[src/rtl/core/websocket_frame_deframer_macros.svh]
// ----------------------------------------------------------------------------
// websocket frame deframer assertion macros
// clocked on clk, disabled while arst_n is low
// ----------------------------------------------------------------------------
`ifndef WEBSOCKET_FRAME_DEFRAMER_MACROS_SVH
`define WEBSOCKET_FRAME_DEFRAMER_MACROS_SVH

// same-cycle implication
`define WSD_ASSERT_NOW(lbl, ante, cons, msg) \
	lbl: assert property (@(posedge clk) disable iff (!arst_n) (ante) |-> (cons)) \
		else $error(msg);

// next-cycle implication
`define WSD_ASSERT_NEXT(lbl, ante, cons, msg) \
	lbl: assert property (@(posedge clk) disable iff (!arst_n) (ante) |=> (cons)) \
		else $error(msg);

`endif

[src/rtl/core/wsd_pkg.sv]
// ----------------------------------------------------------------------------
// wsd_pkg
// types and constants of the websocket frame deframer
// ----------------------------------------------------------------------------
`default_nettype none

package wsd_pkg;

	typedef enum logic [5:0] {
		PH_FIRST   = 6'b000001,
		PH_SECOND  = 6'b000010,
		PH_EXTLEN  = 6'b000100,
		PH_KEY     = 6'b001000,
		PH_PAYLOAD = 6'b010000,
		PH_DEAD    = 6'b100000
	} phase_t;

	typedef enum logic [2:0] {
		FT_BINARY      = 3'd0,
		FT_PART_BINARY = 3'd1,
		FT_TEXT        = 3'd2,
		FT_PART_TEXT   = 3'd3,
		FT_CLOSE       = 3'd4,
		FT_PING        = 3'd5,
		FT_PONG        = 3'd6,
		FT_ERROR       = 3'd7
	} frame_class_t;

	localparam logic [3:0] OP_CONT   = 4'h0;
	localparam logic [3:0] OP_TEXT   = 4'h1;
	localparam logic [3:0] OP_BINARY = 4'h2;
	localparam logic [3:0] OP_CLOSE  = 4'h8;
	localparam logic [3:0] OP_PING   = 4'h9;
	localparam logic [3:0] OP_PONG   = 4'hA;

	localparam logic [6:0] LEN_SHORT_MAX = 7'd125;
	localparam logic [6:0] LEN_CODE_16   = 7'd126;

	localparam logic [3:0] EXT_BYTES_16 = 4'd2;
	localparam logic [3:0] EXT_BYTES_64 = 4'd8;
	localparam logic [3:0] KEY_BYTES    = 4'd4;

	localparam logic [31:0] MAX_SIZE_RESET = 32'd65535;

	localparam logic RK_HEADER  = 1'b0;
	localparam logic RK_PAYLOAD = 1'b1;

	typedef struct packed {
		logic         result_kind;
		frame_class_t frame_class;
		logic [3:0]   opcode;
		logic         fin_flag;
		logic         mask_flag;
		logic [6:0]   length_code;
		logic [63:0]  payload_length;
		logic [7:0]   data_byte;
		logic         last_byte;
	} result_t;

endpackage

`default_nettype wire

[src/rtl/core/websocket_frame_deframer.sv]
// ----------------------------------------------------------------------------
// websocket_frame_deframer
// parses websocket frame headers from a byte stream and unmasks the payload
// ----------------------------------------------------------------------------
// Usage: one received byte per input beat (in_valid / in_stall / in_byte).
// Each byte lands in an input register, is parsed there against the frame
// state once the queue has room and, if it yields a result, is written to
// a two-entry result queue driving the output channel (out_valid / out_stall).
// A header result follows the last header byte (second byte, last extended
// length byte or last key byte); each payload byte gives one payload result
// with last_byte set on the final one. A frame of type error stops all
// further output until reset.
// A byte passes the input register and then the result queue, whose head
// entry drives the outputs. Throughput: one byte per cycle; in_stall only
// rises while the result queue is full, so a stalled receiver stops the
// input after two results are waiting plus one byte held in the input
// register. max_message_size is written via cfg_we / cfg_wdata only while
// idle, a rule for the user that the block itself does not enforce. Reset
// clears the parser to expect a first header byte, empties the queue and
// sets max_message_size to 65535. No clearing pass is needed.
// ----------------------------------------------------------------------------
`default_nettype none
`include "websocket_frame_deframer_macros.svh"

module websocket_frame_deframer (
	input  wire logic        clk,
	input  wire logic        arst_n,
	input  wire logic        cfg_we,
	input  wire logic [31:0] cfg_wdata,
	input  wire logic        in_valid,
	output logic             in_stall,
	input  wire logic [7:0]  in_byte,
	output logic             out_valid,
	input  wire logic        out_stall,
	output logic             result_kind,
	output logic [2:0]       frame_class,
	output logic [3:0]       opcode,
	output logic             fin_flag,
	output logic             mask_flag,
	output logic [6:0]       length_code,
	output logic [63:0]      payload_length,
	output logic [7:0]       data_byte,
	output logic             last_byte
);

	logic [31:0] max_size_q;

	logic       valid_s1;
	logic [7:0] byte_s1;

	wsd_pkg::phase_t phase_q, phase_n;
	logic [3:0]  cnt_q, cnt_n;
	logic        fin_q, fin_n;
	logic [3:0]  op_q, op_n;
	logic        mask_q, mask_n;
	logic [6:0]  lc_q, lc_n;
	logic [63:0] len_q, len_n;
	logic [31:0] key_q, key_n;
	logic [63:0] remain_q, remain_n;
	logic [1:0]  kidx_q, kidx_n;

	wsd_pkg::result_t fifo_q [2];
	logic       wr_ptr_q, rd_ptr_q;
	logic [1:0] fcnt_q;

	logic             advance;
	logic             emit;
	logic             do_finish;
	logic             after_len;
	wsd_pkg::result_t res;
	wsd_pkg::frame_class_t ft;
	logic             push, pop;
	logic [7:0]       kb;

	function automatic wsd_pkg::frame_class_t classify(
		input logic        fin,
		input logic [3:0]  op,
		input logic [63:0] len,
		input logic [31:0] max_size
	);
		wsd_pkg::frame_class_t t;
		if (len > {32'd0, max_size}) begin
			t = wsd_pkg::FT_ERROR;
		end else begin
			case (op)
				wsd_pkg::OP_CONT, wsd_pkg::OP_BINARY: begin
					t = fin ? wsd_pkg::FT_BINARY : wsd_pkg::FT_PART_BINARY;
				end
				wsd_pkg::OP_TEXT: begin
					t = fin ? wsd_pkg::FT_TEXT : wsd_pkg::FT_PART_TEXT;
				end
				wsd_pkg::OP_CLOSE: t = wsd_pkg::FT_CLOSE;
				wsd_pkg::OP_PING:  t = wsd_pkg::FT_PING;
				wsd_pkg::OP_PONG:  t = wsd_pkg::FT_PONG;
				default:           t = wsd_pkg::FT_ERROR;
			endcase
		end
		return t;
	endfunction

	assign advance  = valid_s1 && (fcnt_q != 2'd2);
	assign in_stall = valid_s1 && (fcnt_q == 2'd2);

	always_ff @(posedge clk or negedge arst_n) begin
		if (!arst_n) begin
			max_size_q <= wsd_pkg::MAX_SIZE_RESET;
		end else if (cfg_we) begin
			max_size_q <= cfg_wdata;
		end
	end

	// input register
	always_ff @(posedge clk or negedge arst_n) begin
		if (!arst_n) begin
			valid_s1 <= 1'b0;
		end else if (!in_stall) begin
			valid_s1 <= in_valid;
		end
	end

	always_ff @(posedge clk) begin
		if (in_valid && !in_stall) begin
			byte_s1 <= in_byte;
		end
	end

	assign kb = mask_q ? key_q[{kidx_q, 3'b000} +: 8] : 8'd0;

	always_comb begin
		phase_n   = phase_q;
		cnt_n     = cnt_q;
		fin_n     = fin_q;
		op_n      = op_q;
		mask_n    = mask_q;
		lc_n      = lc_q;
		len_n     = len_q;
		key_n     = key_q;
		remain_n  = remain_q;
		kidx_n    = kidx_q;
		emit      = 1'b0;
		do_finish = 1'b0;
		after_len = 1'b0;
		res       = '0;

		case (phase_q)
			wsd_pkg::PH_FIRST: begin
				fin_n   = byte_s1[7];
				op_n    = byte_s1[3:0];
				phase_n = wsd_pkg::PH_SECOND;
			end
			wsd_pkg::PH_SECOND: begin
				mask_n = byte_s1[7];
				lc_n   = byte_s1[6:0];
				if (byte_s1[6:0] <= wsd_pkg::LEN_SHORT_MAX) begin
					len_n     = {57'd0, byte_s1[6:0]};
					after_len = 1'b1;
				end else begin
					len_n   = '0;
					cnt_n   = (byte_s1[6:0] == wsd_pkg::LEN_CODE_16) ?
						wsd_pkg::EXT_BYTES_16 : wsd_pkg::EXT_BYTES_64;
					phase_n = wsd_pkg::PH_EXTLEN;
				end
			end
			wsd_pkg::PH_EXTLEN: begin
				len_n = {len_q[55:0], byte_s1};
				cnt_n = cnt_q - 4'd1;
				if (cnt_n == 4'd0) begin
					after_len = 1'b1;
				end
			end
			wsd_pkg::PH_KEY: begin
				key_n = key_q | ({24'd0, byte_s1} << {cnt_q[1:0], 3'b000});
				cnt_n = cnt_q + 4'd1;
				if (cnt_n >= wsd_pkg::KEY_BYTES) begin
					do_finish = 1'b1;
				end
			end
			wsd_pkg::PH_PAYLOAD: begin
				emit            = 1'b1;
				res.result_kind = wsd_pkg::RK_PAYLOAD;
				res.data_byte   = byte_s1 ^ kb;
				res.last_byte   = (remain_q == 64'd1);
				kidx_n          = kidx_q + 2'd1;
				remain_n        = remain_q - 64'd1;
				if (remain_q == 64'd1) begin
					phase_n = wsd_pkg::PH_FIRST;
				end
			end
			default: begin
				// error seen: drop everything
			end
		endcase

		if (after_len) begin
			if (mask_n) begin
				cnt_n   = '0;
				key_n   = '0;
				phase_n = wsd_pkg::PH_KEY;
			end else begin
				do_finish = 1'b1;
			end
		end

		ft = classify(fin_n, op_n, len_n, max_size_q);
		if (do_finish) begin
			emit               = 1'b1;
			res.result_kind    = wsd_pkg::RK_HEADER;
			res.frame_class    = ft;
			res.opcode         = op_n;
			res.fin_flag       = fin_n;
			res.mask_flag      = mask_n;
			res.length_code    = lc_n;
			res.payload_length = len_n;
			if (ft == wsd_pkg::FT_ERROR) begin
				phase_n = wsd_pkg::PH_DEAD;
			end else if (len_n == 64'd0) begin
				phase_n = wsd_pkg::PH_FIRST;
			end else begin
				remain_n = len_n;
				kidx_n   = '0;
				phase_n  = wsd_pkg::PH_PAYLOAD;
			end
		end
	end

	always_ff @(posedge clk or negedge arst_n) begin
		if (!arst_n) begin
			phase_q  <= wsd_pkg::PH_FIRST;
			cnt_q    <= '0;
			fin_q    <= 1'b0;
			op_q     <= '0;
			mask_q   <= 1'b0;
			lc_q     <= '0;
			len_q    <= '0;
			key_q    <= '0;
			remain_q <= '0;
			kidx_q   <= '0;
		end else if (advance) begin
			phase_q  <= phase_n;
			cnt_q    <= cnt_n;
			fin_q    <= fin_n;
			op_q     <= op_n;
			mask_q   <= mask_n;
			lc_q     <= lc_n;
			len_q    <= len_n;
			key_q    <= key_n;
			remain_q <= remain_n;
			kidx_q   <= kidx_n;
		end
	end

	// two-entry result queue
	assign push = advance && emit;
	assign pop  = out_valid && !out_stall;

	always_ff @(posedge clk or negedge arst_n) begin
		if (!arst_n) begin
			wr_ptr_q <= 1'b0;
			rd_ptr_q <= 1'b0;
			fcnt_q   <= '0;
		end else begin
			if (push) begin
				wr_ptr_q <= !wr_ptr_q;
			end
			if (pop) begin
				rd_ptr_q <= !rd_ptr_q;
			end
			case ({push, pop})
				2'b10:   fcnt_q <= fcnt_q + 2'd1;
				2'b01:   fcnt_q <= fcnt_q - 2'd1;
				default: fcnt_q <= fcnt_q;
			endcase
		end
	end

	always_ff @(posedge clk) begin
		if (push) begin
			fifo_q[wr_ptr_q] <= res;
		end
	end

	assign out_valid      = (fcnt_q != 2'd0);
	assign result_kind    = fifo_q[rd_ptr_q].result_kind;
	assign frame_class    = fifo_q[rd_ptr_q].frame_class;
	assign opcode         = fifo_q[rd_ptr_q].opcode;
	assign fin_flag       = fifo_q[rd_ptr_q].fin_flag;
	assign mask_flag      = fifo_q[rd_ptr_q].mask_flag;
	assign length_code    = fifo_q[rd_ptr_q].length_code;
	assign payload_length = fifo_q[rd_ptr_q].payload_length;
	assign data_byte      = fifo_q[rd_ptr_q].data_byte;
	assign last_byte      = fifo_q[rd_ptr_q].last_byte;

	`WSD_ASSERT_NOW(a_phase_onehot, 1'b1, $onehot(phase_q), "parse phase not one-hot")
	`WSD_ASSERT_NOW(a_queue_bound, 1'b1, fcnt_q != 2'd3, "result queue overflow")
	`WSD_ASSERT_NEXT(a_dead_sticky, phase_q == wsd_pkg::PH_DEAD, phase_q == wsd_pkg::PH_DEAD,
		"left error state without reset")
	`WSD_ASSERT_NEXT(a_last_to_first,
		advance && phase_q == wsd_pkg::PH_PAYLOAD && remain_q == 64'd1,
		phase_q == wsd_pkg::PH_FIRST, "last payload beat did not end frame")

endmodule

`default_nettype wire

[config.mk]
export PLATFORM = sky130hd
export DESIGN_NAME = websocket_frame_deframer
export DESIGN_NICKNAME = d
export VERILOG_FILES = /design/src/rtl/core/wsd_pkg.sv /design/src/rtl/core/websocket_frame_deframer.sv
export VERILOG_INCLUDE_DIRS = /design/src /design/src/rtl/core
export SDC_FILE = /design/constraint.sdc
export NUM_CORES = 1
export LEC_CHECK = 0
export ABC_AREA = 1
export BUFFER_PORTS_ARGS = -buffer_cell sky130_fd_sc_hd__buf_2
export CAP_MARGIN = 10
export CORE_ASPECT_RATIO = 2
export CORE_MARGIN = 2
export CORE_UTILIZATION = 55
export DETAILED_ROUTE_END_ITERATION = 8
export HOLD_SLACK_MARGIN = 0.12
export PLACE_DENSITY = 0.76
export SYNTH_ARGS = -nofsm -noshare
export SYNTH_HDL_FRONTEND = slang
export SYNTH_SLANG_ARGS = --single-unit
[constraint.sdc]
create_clock -name clk -period 6.4 [get_ports clk]
set_input_delay 0 -clock clk [delete_from_list [all_inputs] [get_ports clk]]
set_output_delay 0 -clock clk [all_outputs]
set_load 0.01 [all_outputs]
==> run metrics <==
Tot GR Track Use=28.9%; utilization of the core after routing=64.0%; total number of placement rows=~100; library cell contributing the largest single delay on the critical path=sky130_fd_sc_hd__inv_2; total of max-cap violations=0; post-route worst hold slack=0.110 ns; Initial Utilization=55.5%; area occupied by multi-input gates=0.00806 mm²; number of synthesized flops with an enable pin=188; Max Clock Skew=0.0188 ns; total iterations of the first detailed-routing run=8; Root Driver=sky130_fd_sc_hd__clkbuf_16; area growth from synthesis to layout=15.3%; CP peak stage delay=approximately 0.69 ns; total congestion overflow after global routing=0; detail-routed via count per cell=5.54; top-level port count=137; sum of routed wire length over all layers=56700 µm; fraction of final layout cells sized beyond drive strength 1=approximately a tenth; y dimension of the die=~280 µm; share of synthesized cell area in and, or, nand and nor gates=~25%; area of all placed cells without fillers=0.0241 mm²; Detail Placement HPWL=between 30000 and 40000 µm; Placement Cell Area=0.0219 mm²; maximum buffer depth of the clock tree=3; unrepaired setup endpoints after global routing=false; final-layout fill cell count=slightly above 3k; RePlAce Congestion=0.958; wire length of the first global-routing pass=90300 µm; minimum setup slack among reg-to-reg paths=between 1 and 1.5 ns; synthesized-area fraction occupied by xor and xnor cells=~2.6%; number of standard cells in the layout, taps in and fillers out=around 3.2k; Worst Path Max Fanout=40; Port Buf Inserts=136; clock tree from TritonCTS=done; count of state elements after synthesis=410; class of the tightest hold or removal check=input pin to async pin; cells after synthesis=2540; DRC violations left=0; number of hold violations in the final report=0; type of element capturing the critical path=flop; family with the most delay on the worst path=simple AND/OR/NAND/NOR gates; maximum vdd drop=approximately 0.32 mV; crit path DAT=5.42 ns; clock transition time at the flip-flop clock pins of the worst setup and hold paths=~0.070 ns; share of synthesized cell area in full adder, half adder and majority cells=2.28%; mux share of post-synthesis cell area=0.102%; cell occurring most often along the worst timing path=sky130_fd_sc_hd__nand2_1; Die ar.=approximately 0.040 mm²; Final period util=roughly four fifths; initial antenna violation count=3; latest clock arrival within the worst-skew pair=0.56 ns; startpoint type of the worst setup path=flop; cell area after technology mapping=0.0209 mm²; power density of the placed cells=between 300 and 400 mW/mm²; CTS Sinks=about 400; synthesized area per cell=8.23 µm²; worst setup path class=flop to flop; sequential cell area=0.0112 mm²; instance count after placement with tap cells included=3045; Req. time, crit path=6.79 ns; number of global-route vias before repair=~17k; main combinational cell family by area after synthesis=simple AND/OR/NAND/NOR gates; vias after detailed routing=17.7k; Floorplan Core Area=~0.038 mm²; die span in x=roughly 140 µm; number of clock buffers inserted by TritonCTS=37; cell-by-cell trace of the critical path=nor2_1, nand3_2, inv_2, nand2_1, nand2_1, ha_1, nand2_1, nor2_1, nand2_1, nor4_1, nand4_1, nand2_1, nand3_2, nand2_4, nand3_2, nand3_1, o21ai_0; violation count after the first detailed-route iteration=about 1.9k; Max Fclk=between 0.15 and 0.2 GHz; buffers and inverters on the worst path=1; largest net degree at the start of global routing=207; prevailing post-synth register cell=sky130_fd_sc_hd__dfrtp_1; share of the yosys chip area belonging to registers=a little over half; total number of H-tree levels=2; final worst path period need=5.03 ns; nets@finish=between 2k and 3k; outcome=complete, no violations; Ys Warns=0; leakage=11.3 nW; share of the synthesized area in compound gates (AO/OA/AOI/OAI)=a little under 9%; Netlist cell types=44; asr flop ratio synth=54.1%; Routed Antenna Nets=0; wire per inst=17.7 µm; Tightest Pin Transition=about 1.1 ns; Slew Viols, Final=0; net count after synthesis=2623; Rel. slew slack=28.0%; Final Setup Violations=0
==> layout by cell type, fill, tap and decap left out, types with 56 or more instances in the layout <==
cell | Yosys | final
sky130_fd_sc_hd__a21oi_1 | 80 | 80
sky130_fd_sc_hd__buf_2 | 16 | 135
sky130_fd_sc_hd__dfrtp_1 | 205 | 204
sky130_fd_sc_hd__dlygate4sd3_1 | 0 | 86
sky130_fd_sc_hd__edfxtp_1 | 188 | 188
sky130_fd_sc_hd__inv_1 | 314 | 313
sky130_fd_sc_hd__nand2_1 | 682 | 682
sky130_fd_sc_hd__nand3_1 | 140 | 140
sky130_fd_sc_hd__nor2_1 | 329 | 327
sky130_fd_sc_hd__o21ai_0 | 170 | 170
sky130_fd_sc_hd__xor2_1 | 56 | 56
==> synth_stat cells (11+ instances only) <==
cell type	instances	area share (%)
sky130_fd_sc_hd__nand4_1	45	1.3
sky130_fd_sc_hd__nand2_1	682	12
sky130_fd_sc_hd__dfstp_2	17	2.1
sky130_fd_sc_hd__a21oi_1	80	1.9
sky130_fd_sc_hd__inv_1	314	5.6
sky130_fd_sc_hd__nor2_1	329	5.9
sky130_fd_sc_hd__buf_2	16	0.38
sky130_fd_sc_hd__xor2_1	56	2.3
sky130_fd_sc_hd__nor3_1	25	0.60
sky130_fd_sc_hd__a31oi_1	26	0.78
sky130_fd_sc_hd__o21ai_0	170	4.1
sky130_fd_sc_hd__clkbuf_1	80	1.4
sky130_fd_sc_hd__o21ai_1	30	0.72
sky130_fd_sc_hd__nand3_1	140	3.4
sky130_fd_sc_hd__edfxtp_1	188	27
sky130_fd_sc_hd__dfrtp_1	205	25
sky130_fd_sc_hd__ha_1	38	2.3
sky130_fd_sc_hd__o22ai_1	18	0.54
sky130_fd_sc_hd__or2_2	11	0.33
==> where the power goes <==
part | switching [mW] | total (mW) | leakage, nW | internal (mW)
logic | 2.02 | 2.91 | 6.08 | 0.889
clock network | 1.01 | 2.43 | 0.637 | 1.41
registers | 0.304 | 3.51 | 4.54 | 3.20
total | 3.34 | 8.85 | 11.3 | 5.51
==> worst paths after layout <==
check                           endpoint  depth (start not counted)        from
setup / recovery            remain_q[41]                         17  phase_q[1]
min in group clk           max_size_q[3]                          2      cfg_we
max in group asynchronous      key_q[25]                          3      arst_n
hold reg to reg                key_q[23]                          2   key_q[23]
hold / removal                 len_q[48]                          2      arst_n
setup reg to reg            remain_q[41]                         17  phase_q[1]
==> per-stage QoR <==
step	power, mW	TNS, ns	setup slack, ns
final	8.85	0	1.37
after global routing	9.38	0	1.03
after CTS	8.83	0	1.55
after detailed placement	6.37	0	1.56
after global placement	6.31	0	1.71
after floorplan	5.46	-33.82	-0.188
==> sequential cells by signal, summed over array words and instances (netlist names) <==
register	flops
key_q	32
op_q	4
mask_q	1
kidx_q	2
wr_ptr_q	1
byte_s1	8
cnt_q	4
max_size_q	32
phase_q	6
lc_q	7
fifo_q	180
fcnt_q	2
valid_s1	1
fin_q	1
len_q	64
remain_q	64
rd_ptr_q	1
==> cell type report <==
cell class	count	area share, %
timing repair buffer	237	7.01
multi-input combinational	1702	33.5
antenna	3	0.0312
inverter	319	4.97
tap	463	2.40
sequential	410	46.6
clock buffer	46	4.33
clock inverter	22	1.21
==> metal layers <==
layer  up-vias  part of all wire [%]  track usage, %  wire [µm]
li1       8529                     -               -          -
met1      8327                    42            40.3      23800
met2       744                    47            46.9      26900
met3       129                   6.9            3.25       3890
met4         0                   3.7            10.7       2100
met5         -                     0               0          0
==> cell families after synthesis <==
group	after synthesis
buffers and inverters	428
multiplexers	2
adder cells (fa/ha/maj)	38
XOR/XNOR	62
AND/OR/NAND/NOR	1257
AO/OA/AOI/OAI	343
flip-flops	410
==> repair_timing <==
item | in CTS | in global routing
hold endpoints to repair | 153 | 0
setup endpoints to repair | 0 | 0
resized for setup | 0 | 0
hold buffers | 86 | 0
buffers inserted | 0 | 0
No activity file was read; power rests on OpenSTA's default activity.
